## src/hdl/tac_pkg.sv

```systemverilog
// ----------------------------------------------------------------------------
// tac_pkg: shared types and constants of the tilt angle block
// Widths of the normalised sample, square-root and CORDIC datapaths, the
// arctangent table in degrees and the rounding helper.
// ----------------------------------------------------------------------------
`default_nettype none

package tac_pkg;

  // format of the samples and of the angles
  localparam int SAMPLE_BITS     = 16;
  localparam int ANGLE_FRAC_BITS = 8;
  localparam int FIELD_W         = 16;

  // normalised sample: largest magnitude brought to at least 2^NORM_MSB
  localparam int NORM_MSB = 22;
  localparam int NORM_W   = NORM_MSB + 2;
  localparam int SH_W     = $clog2(NORM_W);

  // sums of squares and their square roots
  localparam int SQ_W   = 2 * NORM_W;
  localparam int ROOT_W = (SQ_W + 16) / 2;
  localparam int REM_W  = ROOT_W + 4;

  // three lanes: x-tilt, y-tilt, vertical
  localparam int LANES = 3;

  // cordic datapath
  localparam int INT_FRAC     = 16;
  localparam int CORDIC_STEPS = 23;
  localparam int CW           = ROOT_W + 4;
  localparam int ANG_W        = 26;
  localparam int ROUND_SH     = INT_FRAC - ANGLE_FRAC_BITS;

  typedef logic signed [NORM_W-1:0] norm_t;
  typedef logic [SQ_W-1:0]          sq_t;
  typedef logic [ROOT_W-1:0]        root_t;
  typedef logic signed [ANG_W-1:0]  ang_t;

  // control that travels alongside each item
  typedef struct packed {
    logic vld;
    logic zero;
  } flags_t;

  localparam ang_t NINETY_INT = ang_t'(90) <<< INT_FRAC;
  localparam ang_t NINETY_OUT = ang_t'(90) <<< ANGLE_FRAC_BITS;
  localparam ang_t ROUND_HALF = ang_t'(1) <<< (ROUND_SH - 1);

  // atan(2^-i) in degrees, 16 fractional bits, rounded to nearest
  function automatic ang_t atan_entry(input int idx);
    ang_t v;
    case (idx)
      0:  v = ang_t'(2949120);
      1:  v = ang_t'(1740967);
      2:  v = ang_t'(919879);
      3:  v = ang_t'(466945);
      4:  v = ang_t'(234379);
      5:  v = ang_t'(117304);
      6:  v = ang_t'(58666);
      7:  v = ang_t'(29335);
      8:  v = ang_t'(14668);
      9:  v = ang_t'(7334);
      10: v = ang_t'(3667);
      11: v = ang_t'(1833);
      12: v = ang_t'(917);
      13: v = ang_t'(458);
      14: v = ang_t'(229);
      15: v = ang_t'(115);
      16: v = ang_t'(57);
      17: v = ang_t'(29);
      18: v = ang_t'(14);
      19: v = ang_t'(7);
      20: v = ang_t'(4);
      21: v = ang_t'(2);
      22: v = ang_t'(1);
      default: v = '0;
    endcase
    return v;
  endfunction

  // round to the output step (ties upward) and clamp
  function automatic ang_t round_clamp(input ang_t a, input ang_t lo, input ang_t hi);
    ang_t r;
    r = (a + ROUND_HALF) >>> ROUND_SH;
    if (r < lo) r = lo;
    if (r > hi) r = hi;
    return r;
  endfunction

endpackage

`default_nettype wire

```

## src/hdl/tac_norm.sv

```systemverilog
// ----------------------------------------------------------------------------
// tac_norm: sample normalisation and sums of squares
// Three stages: shift the sample up to full scale, square each axis,
// form the three pairwise sums.
// ----------------------------------------------------------------------------
`default_nettype none

module tac_norm (
  input  wire logic                            clk,
  input  wire logic                            rst_n,
  input  wire logic                            en,
  input  wire logic                            in_valid,
  input  wire logic [tac_pkg::FIELD_W-1:0]     in_x,
  input  wire logic [tac_pkg::FIELD_W-1:0]     in_y,
  input  wire logic [tac_pkg::FIELD_W-1:0]     in_z,
  output tac_pkg::flags_t                      out_flg,
  output tac_pkg::norm_t                       out_num [tac_pkg::LANES],
  output tac_pkg::sq_t                         out_sum [tac_pkg::LANES]
);

  logic [tac_pkg::FIELD_W-1:0]       raw [tac_pkg::LANES];
  logic signed [tac_pkg::SAMPLE_BITS-1:0] smp [tac_pkg::LANES];
  logic [tac_pkg::SAMPLE_BITS-1:0]   mag [tac_pkg::LANES];
  logic [tac_pkg::SAMPLE_BITS-1:0]   mmax;
  logic [tac_pkg::SH_W-1:0]          hb;
  logic [tac_pkg::SH_W-1:0]          sh;
  tac_pkg::norm_t                    v_nxt [tac_pkg::LANES];
  logic signed [2*tac_pkg::NORM_W-1:0] prod [tac_pkg::LANES];

  logic                              vld1_r, vld2_r, vld3_r;
  logic                              zero1_r, zero2_r, zero3_r;
  tac_pkg::norm_t                    v1_r [tac_pkg::LANES];
  tac_pkg::norm_t                    v2_r [tac_pkg::LANES];
  tac_pkg::norm_t                    v3_r [tac_pkg::LANES];
  tac_pkg::sq_t                      sq2_r [tac_pkg::LANES];
  tac_pkg::sq_t                      sum3_r [tac_pkg::LANES];

  assign raw[0] = in_x;
  assign raw[1] = in_y;
  assign raw[2] = in_z;

  // largest magnitude, its top bit and the normalising shift
  always_comb begin
    mmax = '0;
    hb   = '0;
    for (int l = 0; l < tac_pkg::LANES; l++) begin
      smp[l] = signed'(raw[l][tac_pkg::SAMPLE_BITS-1:0]);
      mag[l] = smp[l][tac_pkg::SAMPLE_BITS-1] ? -raw[l][tac_pkg::SAMPLE_BITS-1:0]
                                              : raw[l][tac_pkg::SAMPLE_BITS-1:0];
      if (mag[l] > mmax) mmax = mag[l];
    end
    for (int j = 0; j < tac_pkg::SAMPLE_BITS; j++) begin
      if (mmax[j]) hb = tac_pkg::SH_W'(j);
    end
    if (hb < tac_pkg::SH_W'(tac_pkg::NORM_MSB)) sh = tac_pkg::SH_W'(tac_pkg::NORM_MSB) - hb;
    else sh = '0;
    for (int l = 0; l < tac_pkg::LANES; l++) begin
      v_nxt[l] = tac_pkg::norm_t'(smp[l]) <<< sh;
    end
  end

  // squares of the normalised axes
  always_comb begin
    for (int l = 0; l < tac_pkg::LANES; l++) begin
      prod[l] = v1_r[l] * v1_r[l];
    end
  end

  // valid bits
  always_ff @(posedge clk) begin
    if (!rst_n) begin
      vld1_r <= 1'b0;
      vld2_r <= 1'b0;
      vld3_r <= 1'b0;
    end else if (en) begin
      vld1_r <= in_valid;
      vld2_r <= vld1_r;
      vld3_r <= vld2_r;
    end
  end

  // payload stages
  always_ff @(posedge clk) begin
    if (en) begin
      zero1_r <= (mmax == '0);
      zero2_r <= zero1_r;
      zero3_r <= zero2_r;
      for (int l = 0; l < tac_pkg::LANES; l++) begin
        v1_r[l]  <= v_nxt[l];
        v2_r[l]  <= v1_r[l];
        v3_r[l]  <= v2_r[l];
        sq2_r[l] <= tac_pkg::sq_t'(prod[l]);
      end
      sum3_r[0] <= sq2_r[1] + sq2_r[2];
      sum3_r[1] <= sq2_r[0] + sq2_r[2];
      sum3_r[2] <= sq2_r[0] + sq2_r[1];
    end
  end

  assign out_flg.vld  = vld3_r;
  assign out_flg.zero = zero3_r;
  assign out_num      = v3_r;
  assign out_sum      = sum3_r;

endmodule

`default_nettype wire

```

## config.mk

```make
export PLATFORM = sky130hd
export DESIGN_NAME = tac_norm
export DESIGN_NICKNAME = d
export VERILOG_FILES = /design/src/hdl/tac_pkg.sv /design/src/hdl/tac_norm.sv
export SDC_FILE = /design/constraint.sdc
export NUM_CORES = 2
export LEC_CHECK = 0
export BUFFER_PORTS_ARGS = -buffer_cell sky130_fd_sc_hd__clkbuf_2
export CAP_MARGIN = 30
export CORE_MARGIN = 4
export CORE_UTILIZATION = 48
export CTS_CLUSTER_SIZE = 30
export DETAILED_ROUTE_END_ITERATION = 8
export PLACE_DENSITY = 0.7
export REMOVE_ABC_BUFFERS = 1
export SLEW_MARGIN = 20
export SYNTH_ARGS = -nofsm -noshare
export SYNTH_HDL_FRONTEND = slang
export SYNTH_SLANG_ARGS = --single-unit
```

## constraint.sdc

```tcl
create_clock -name clk -period 11 [get_ports clk]
set_clock_uncertainty 0.2 [all_clocks]
set_input_delay 1.65 -clock clk [delete_from_list [all_inputs] [get_ports clk]]
set_output_delay 1.65 -clock clk [all_outputs]
set_load 0.05 [all_outputs]
```

---- Word-level counts from Yosys, hierarchy flattened ----
Memories as Yosys holds them, arrays and structs flattened. A register that Yosys moved wholly into a read port is not among the register bits.
Cells that the tools add are included.
operators by class
  add/subtract/negate cells ............... 7
  multiply operators ...................... 3
  order comparisons ....................... 4
  shift-type cells ........................ 3
  multiplexer cells ....................... 24
  reduce and logical (&&, ||, !) cells .... 1
operators with widths
  operator                                             number
  adder 48 bit                                         3
  multiplier 24 x 24 -> 48 bit                         3
  two-way mux 16 bit                                   6
  two-way mux 5 bit                                    15
  <<< shifter 16 x 5 -> 24 bit                         3
  negation 16 bit                                      3
  > comparator 16 bit                                  2
  > comparator 16 x 1 -> 1 bit, second input constant  1
  logical NOT 16 bit                                   1
  less-than comparator 5 bit, second input constant    1
  subtractor 5 bit, first input constant               1
  two-way mux 1 bit                                    3
storage, ports and cells
  register bits after elaboration ......... 150
  RAM bits ................................ 288
  output and inout bits ................... 218
  logic and storage cells ................. 54
  memories ................................ 3
memory list
  memory  depth  bits a word  rd ports  clocked after memory_dff  write ports  RTL line        RTL
  sq2_r   3      48           3         0                         3            tac_norm.sv:35  tac_pkg::sq_t sq2_r [tac_pkg::LANES];
  v1_r    3      24           3         0                         3            tac_norm.sv:32  tac_pkg::norm_t v1_r [tac_pkg::LANES];
  v2_r    3      24           3         3                         3            tac_norm.sv:33  tac_pkg::norm_t v2_r [tac_pkg::LANES];

---- Longest topological paths before layout ----
  word-level depth ........................ 26
  gate-level depth with buffers ........... 42
  mapped depth without buffers ............ 33

---- Worst setup path before layout ----
No wires, ideal clock.
  kind .................................... input to register
  start ................................... in in_x[0] (netlist bit)
  end ..................................... mem v1_r[0][47] (netlist bit), data pin
  library setup time ...................... 0.276 ns
  arrival time ............................ 10.165 ns
  required time ........................... 10.524 ns
  slack ................................... 0.359 ns
  stages .................................. 38
  buffers on the path ..................... 9
  cells stage by stage .................... clkbuf_1 > inv_1 > ha_1 > nor2b_1 > nand3_1 > or4_1 > a32oi_1 > nand4b_1 > nand2_1 > ha_1 > nor2b_1 > o211ai_1 > a211oi_1 > o31ai_4 > buf_6 > buf_4 > clkbuf_1 > o21ai_0 > [2 not listed] > o21ai_0 > o211ai_1 > a311oi_1 > nor2_1 > mux2_2 > a31o_1 > o21a_4 > inv_4 > buf_2 > ha_1 > clkbuf_1 > inv_1 > buf_1 > clkbuf_1 > buf_1 > mux2i_1 > a211oi_1 > o221ai_1
RTL lines
  element      RTL line        RTL
  from (decl)  tac_norm.sv:13  input wire logic [tac_pkg::FIELD_W-1:0] in_x,
  to (decl)    tac_norm.sv:32

==> qor.yml <==
synthesis:
  synth-edff-count: 501
  yosysWarnings: 0
  synth_seq_cells: 504
  synthCells: 8004
  synthArstFlopShare_pct: 0
  synthFlopType: "edfxtp_1"
  syn_area_per_cell_um2: 10.4
  synthDistinctLibCells: 105
  synth_seq_area_share_pct: 18.1
  synthesis.area_um2: 83500
drt:
  drcViolationCount: 0
  vias: 57400
  drt_iter0_drc: 3869
  drt_wl_total_um: 225000
  detail_route.vias_per_cell: 5.42
  ant_nets: 0
  first_pass_iters: 6
  wl_per_cell_um: 21.2
clocking:
  cts_hold_buf: 0
  clk_path_buf_depth: 3
  clk_pin_slew_ns: 0.06
  cts.sinks: 504
  cts_tree: "yes"
  post_cts_resize_count: 0
  cts_root_buf: "clkbuf_16"
  ctsHtreeMaxLevel: 3
  numCtsBuffers: 66
  clk_latency_ns: 0.71
  post_cts_buffers: 0
layout:
  final_cell_mix: "inv_1, fa_1, ha_1"
  fin_area_um2: 90100
  post_route_cells_drive_above_1_share_pct: 7.53
  n_fill_cell: 15300
  nets: 10600
  register_area_um2: 15100
  final_common_cell: "inv_1"
  area_growth_pct: 7.97
  multiInputGateArea_um2: 60300
hold_path:
  hold_depth: 0
  min_path_type: "reg -> reg"
  hold_end: "out_num[6]$_DFFE_PP_"
  min_from: "v2_r[0][54]$_DFFE_PP_"
setup_path:
  critPathMaxStageDelay_ns: 0.57
  crit_required_ns: 11.24
  endpoint_kind: "register"
  reg2reg_slack_ns: 1.80
  reg2reg_from: "v1_r[0][34]$_SDFFCE_PP0P_"
  arrival_ns: 9.78
  r2r_end: "sq2_r[0][94]$_DFFE_PP_"
  critical_path_buf_inv_count: 5
  cp_slowest_cell: "nor4b_1"
  cpLargestDelayFamily: "simple AND/OR/NAND/NOR gates"
  crit_fanout: 39
  worstSetupStartpointType: "input port"
  cpMostUsedCell: "buf_4"
  setup.worst_path.class: "in -> reg"
  reg2reg_depth: 24
global_routing:
  grt_pass1_vias: 64100
  grt_max_degree: 179
  antenna_found_initial: 2
  grt_pass1_wl_um: 361000
  gr-total-overflow: 0
  grt_use_total_pct: 25.9
placed_design:
  place_area_um2: 87900
  hpwlAfterDp_um: 186000
  gp_congestion: 0.948
  port_buffers: 269
floorplanning:
  die_w_um: 425
  dieArea_um2: 181000
  num_rows: 152
  core-area_um2: 172000
  start_util_pct: 48.4
  fp.dieH_um: 425
  io-pin-count: 270
status:
  status: "finished clean"
run:
  maxCapViolCount: 0
sta:
  tightestPinTransition_ns: 1.03
  setup_viol: 0
  finalCriticalPeriod_ns: 9.54
  slew_headroom_pct: 31.0
  rsz0062_at_grt: "no"
  timing.hold.ws_ns: 0.212
  fmax_mhz: 105
  fin_crit_sh_pct: 86.7
  hold_viol: 0
  finalMaxSlewViolations: 0
[routing by layer]
layer  up-vias  routed length [um]  GRT usage (%)
met5         -                   0              0
met4         0               12900           12.4
met3       449               13200           3.95
met2      1802              111000           44.7
met1     29600               87600           32.0
li1      25500                   -              -
[flip-flops by register name, summed over array words and instances, names as in the netlist]
register / count
zero2_r: 1
vld3_r: 1
vld2_r: 1
out_sum: 144
vld1_r: 1
v1_r: 72
zero3_r: 1
out_num: 72
v2_r: 69
zero1_r: 1
sq2_r: 141
[stage by stage]
step	worst slack [ns]	util, %	TNS (ns)	instances
floorplan	-0.459	-	-5.14	7754
global placement	0.734	51.0	0	10500
detailed placement	0.775	51.0	0	10500
CTS	1.54	52.3	0	10600
global route	0.934	52.3	0	10600
finish	1.46	52.3	0	10600
[how the worst max path moves through the flow]
stage	start	end	slack, ns	cells after the start
global route	in_x[4]	v1_r[0][47]$_DFFE_PP_	0.93	34
floorplan	in_x[3]	v1_r[0][68]$_DFFE_PP_	-0.46	29
global placement	in_x[3]	v1_r[0][65]$_DFFE_PP_	0.73	32
detailed placement	in_x[3]	v1_r[0][47]$_DFFE_PP_	0.78	34
CTS	in_x[3]	v1_r[0][47]$_DFFE_PP_	1.54	34
finish	in_x[3]	v1_r[0][17]$_DFFE_PP_	1.46	29
[Yosys cell counts, types with 30 or more instances]
library cell  instances  area share [%]
nand4_1              30            0.22
o21ai_0             152            0.91
inv_1              1873             8.4
nor2_1              275             1.2
nor3_1               58            0.35
mux2i_1              83             1.0
clkbuf_1            209            0.94
nor2b_1              59            0.44
xor2_1               99             1.0
o21a_1               49            0.44
nand2_1             570             2.6
nand2b_1             79            0.59
a21o_1              140             1.3
ha_1                606             9.1
o21bai_1             36            0.32
a211oi_1             30            0.27
and2_1              412             3.1
a21oi_1             257             1.5
fa_1               1674              40
edfxtp_1            501              18
nand3_1              67            0.40
xnor2_1             241             2.5
a31oi_1              31            0.23
[kinds of logic (layout without fill, tap and decap cells)]
kind of cell	after synthesis	after routing	synth area share (%)
adder cells (fa/ha/maj)	2280	2280	49.2
buffers and inverters	2128	2414	9.66
AND/OR/NAND/NOR	1684	1684	10.1
AO/OA/AOI/OAI	943	943	7.54
flip-flops	504	504	18.1
XOR/XNOR	340	340	3.57
multiplexers	124	124	1.86
other	1	5	0.00449
[area by class of cell]
class | count | share of cell area (%)
diodes | 2 | 0.00555
clock buffers | 82 | 1.93
clock inverters | 38 | 0.476
inverters | 1876 | 7.82
multi-input cells | 5374 | 66.9
flip-flops and latches | 504 | 16.8
well taps | 2310 | 3.21
repair buffers | 418 | 2.87
[worst reg2reg max path, stage by stage, from the launching register on]
cell      delay (ns)
edfxtp_1        0.83
inv_1           0.40
nor2_1          0.29
fa_1            0.50
fa_1            0.55
fa_1            0.44
fa_1            0.50
fa_1            0.54
inv_1           0.05
fa_1            0.47
inv_1           0.05
fa_1            0.37
ha_1            0.37
a21o_1          0.19
a21o_1          0.19
a21o_1          0.18
a221oi_1        0.28
o21ai_0         0.29
nand4_1         0.35
a31oi_1         0.24
o31ai_1         0.58
o21ai_0         0.28
a21o_1          0.26
a311oi_1        0.32
xnor2_1         0.19
Power is left out: the tool's default activity adds up to more than one toggle a clock period on the data nets, which glitch-free logic cannot reach.
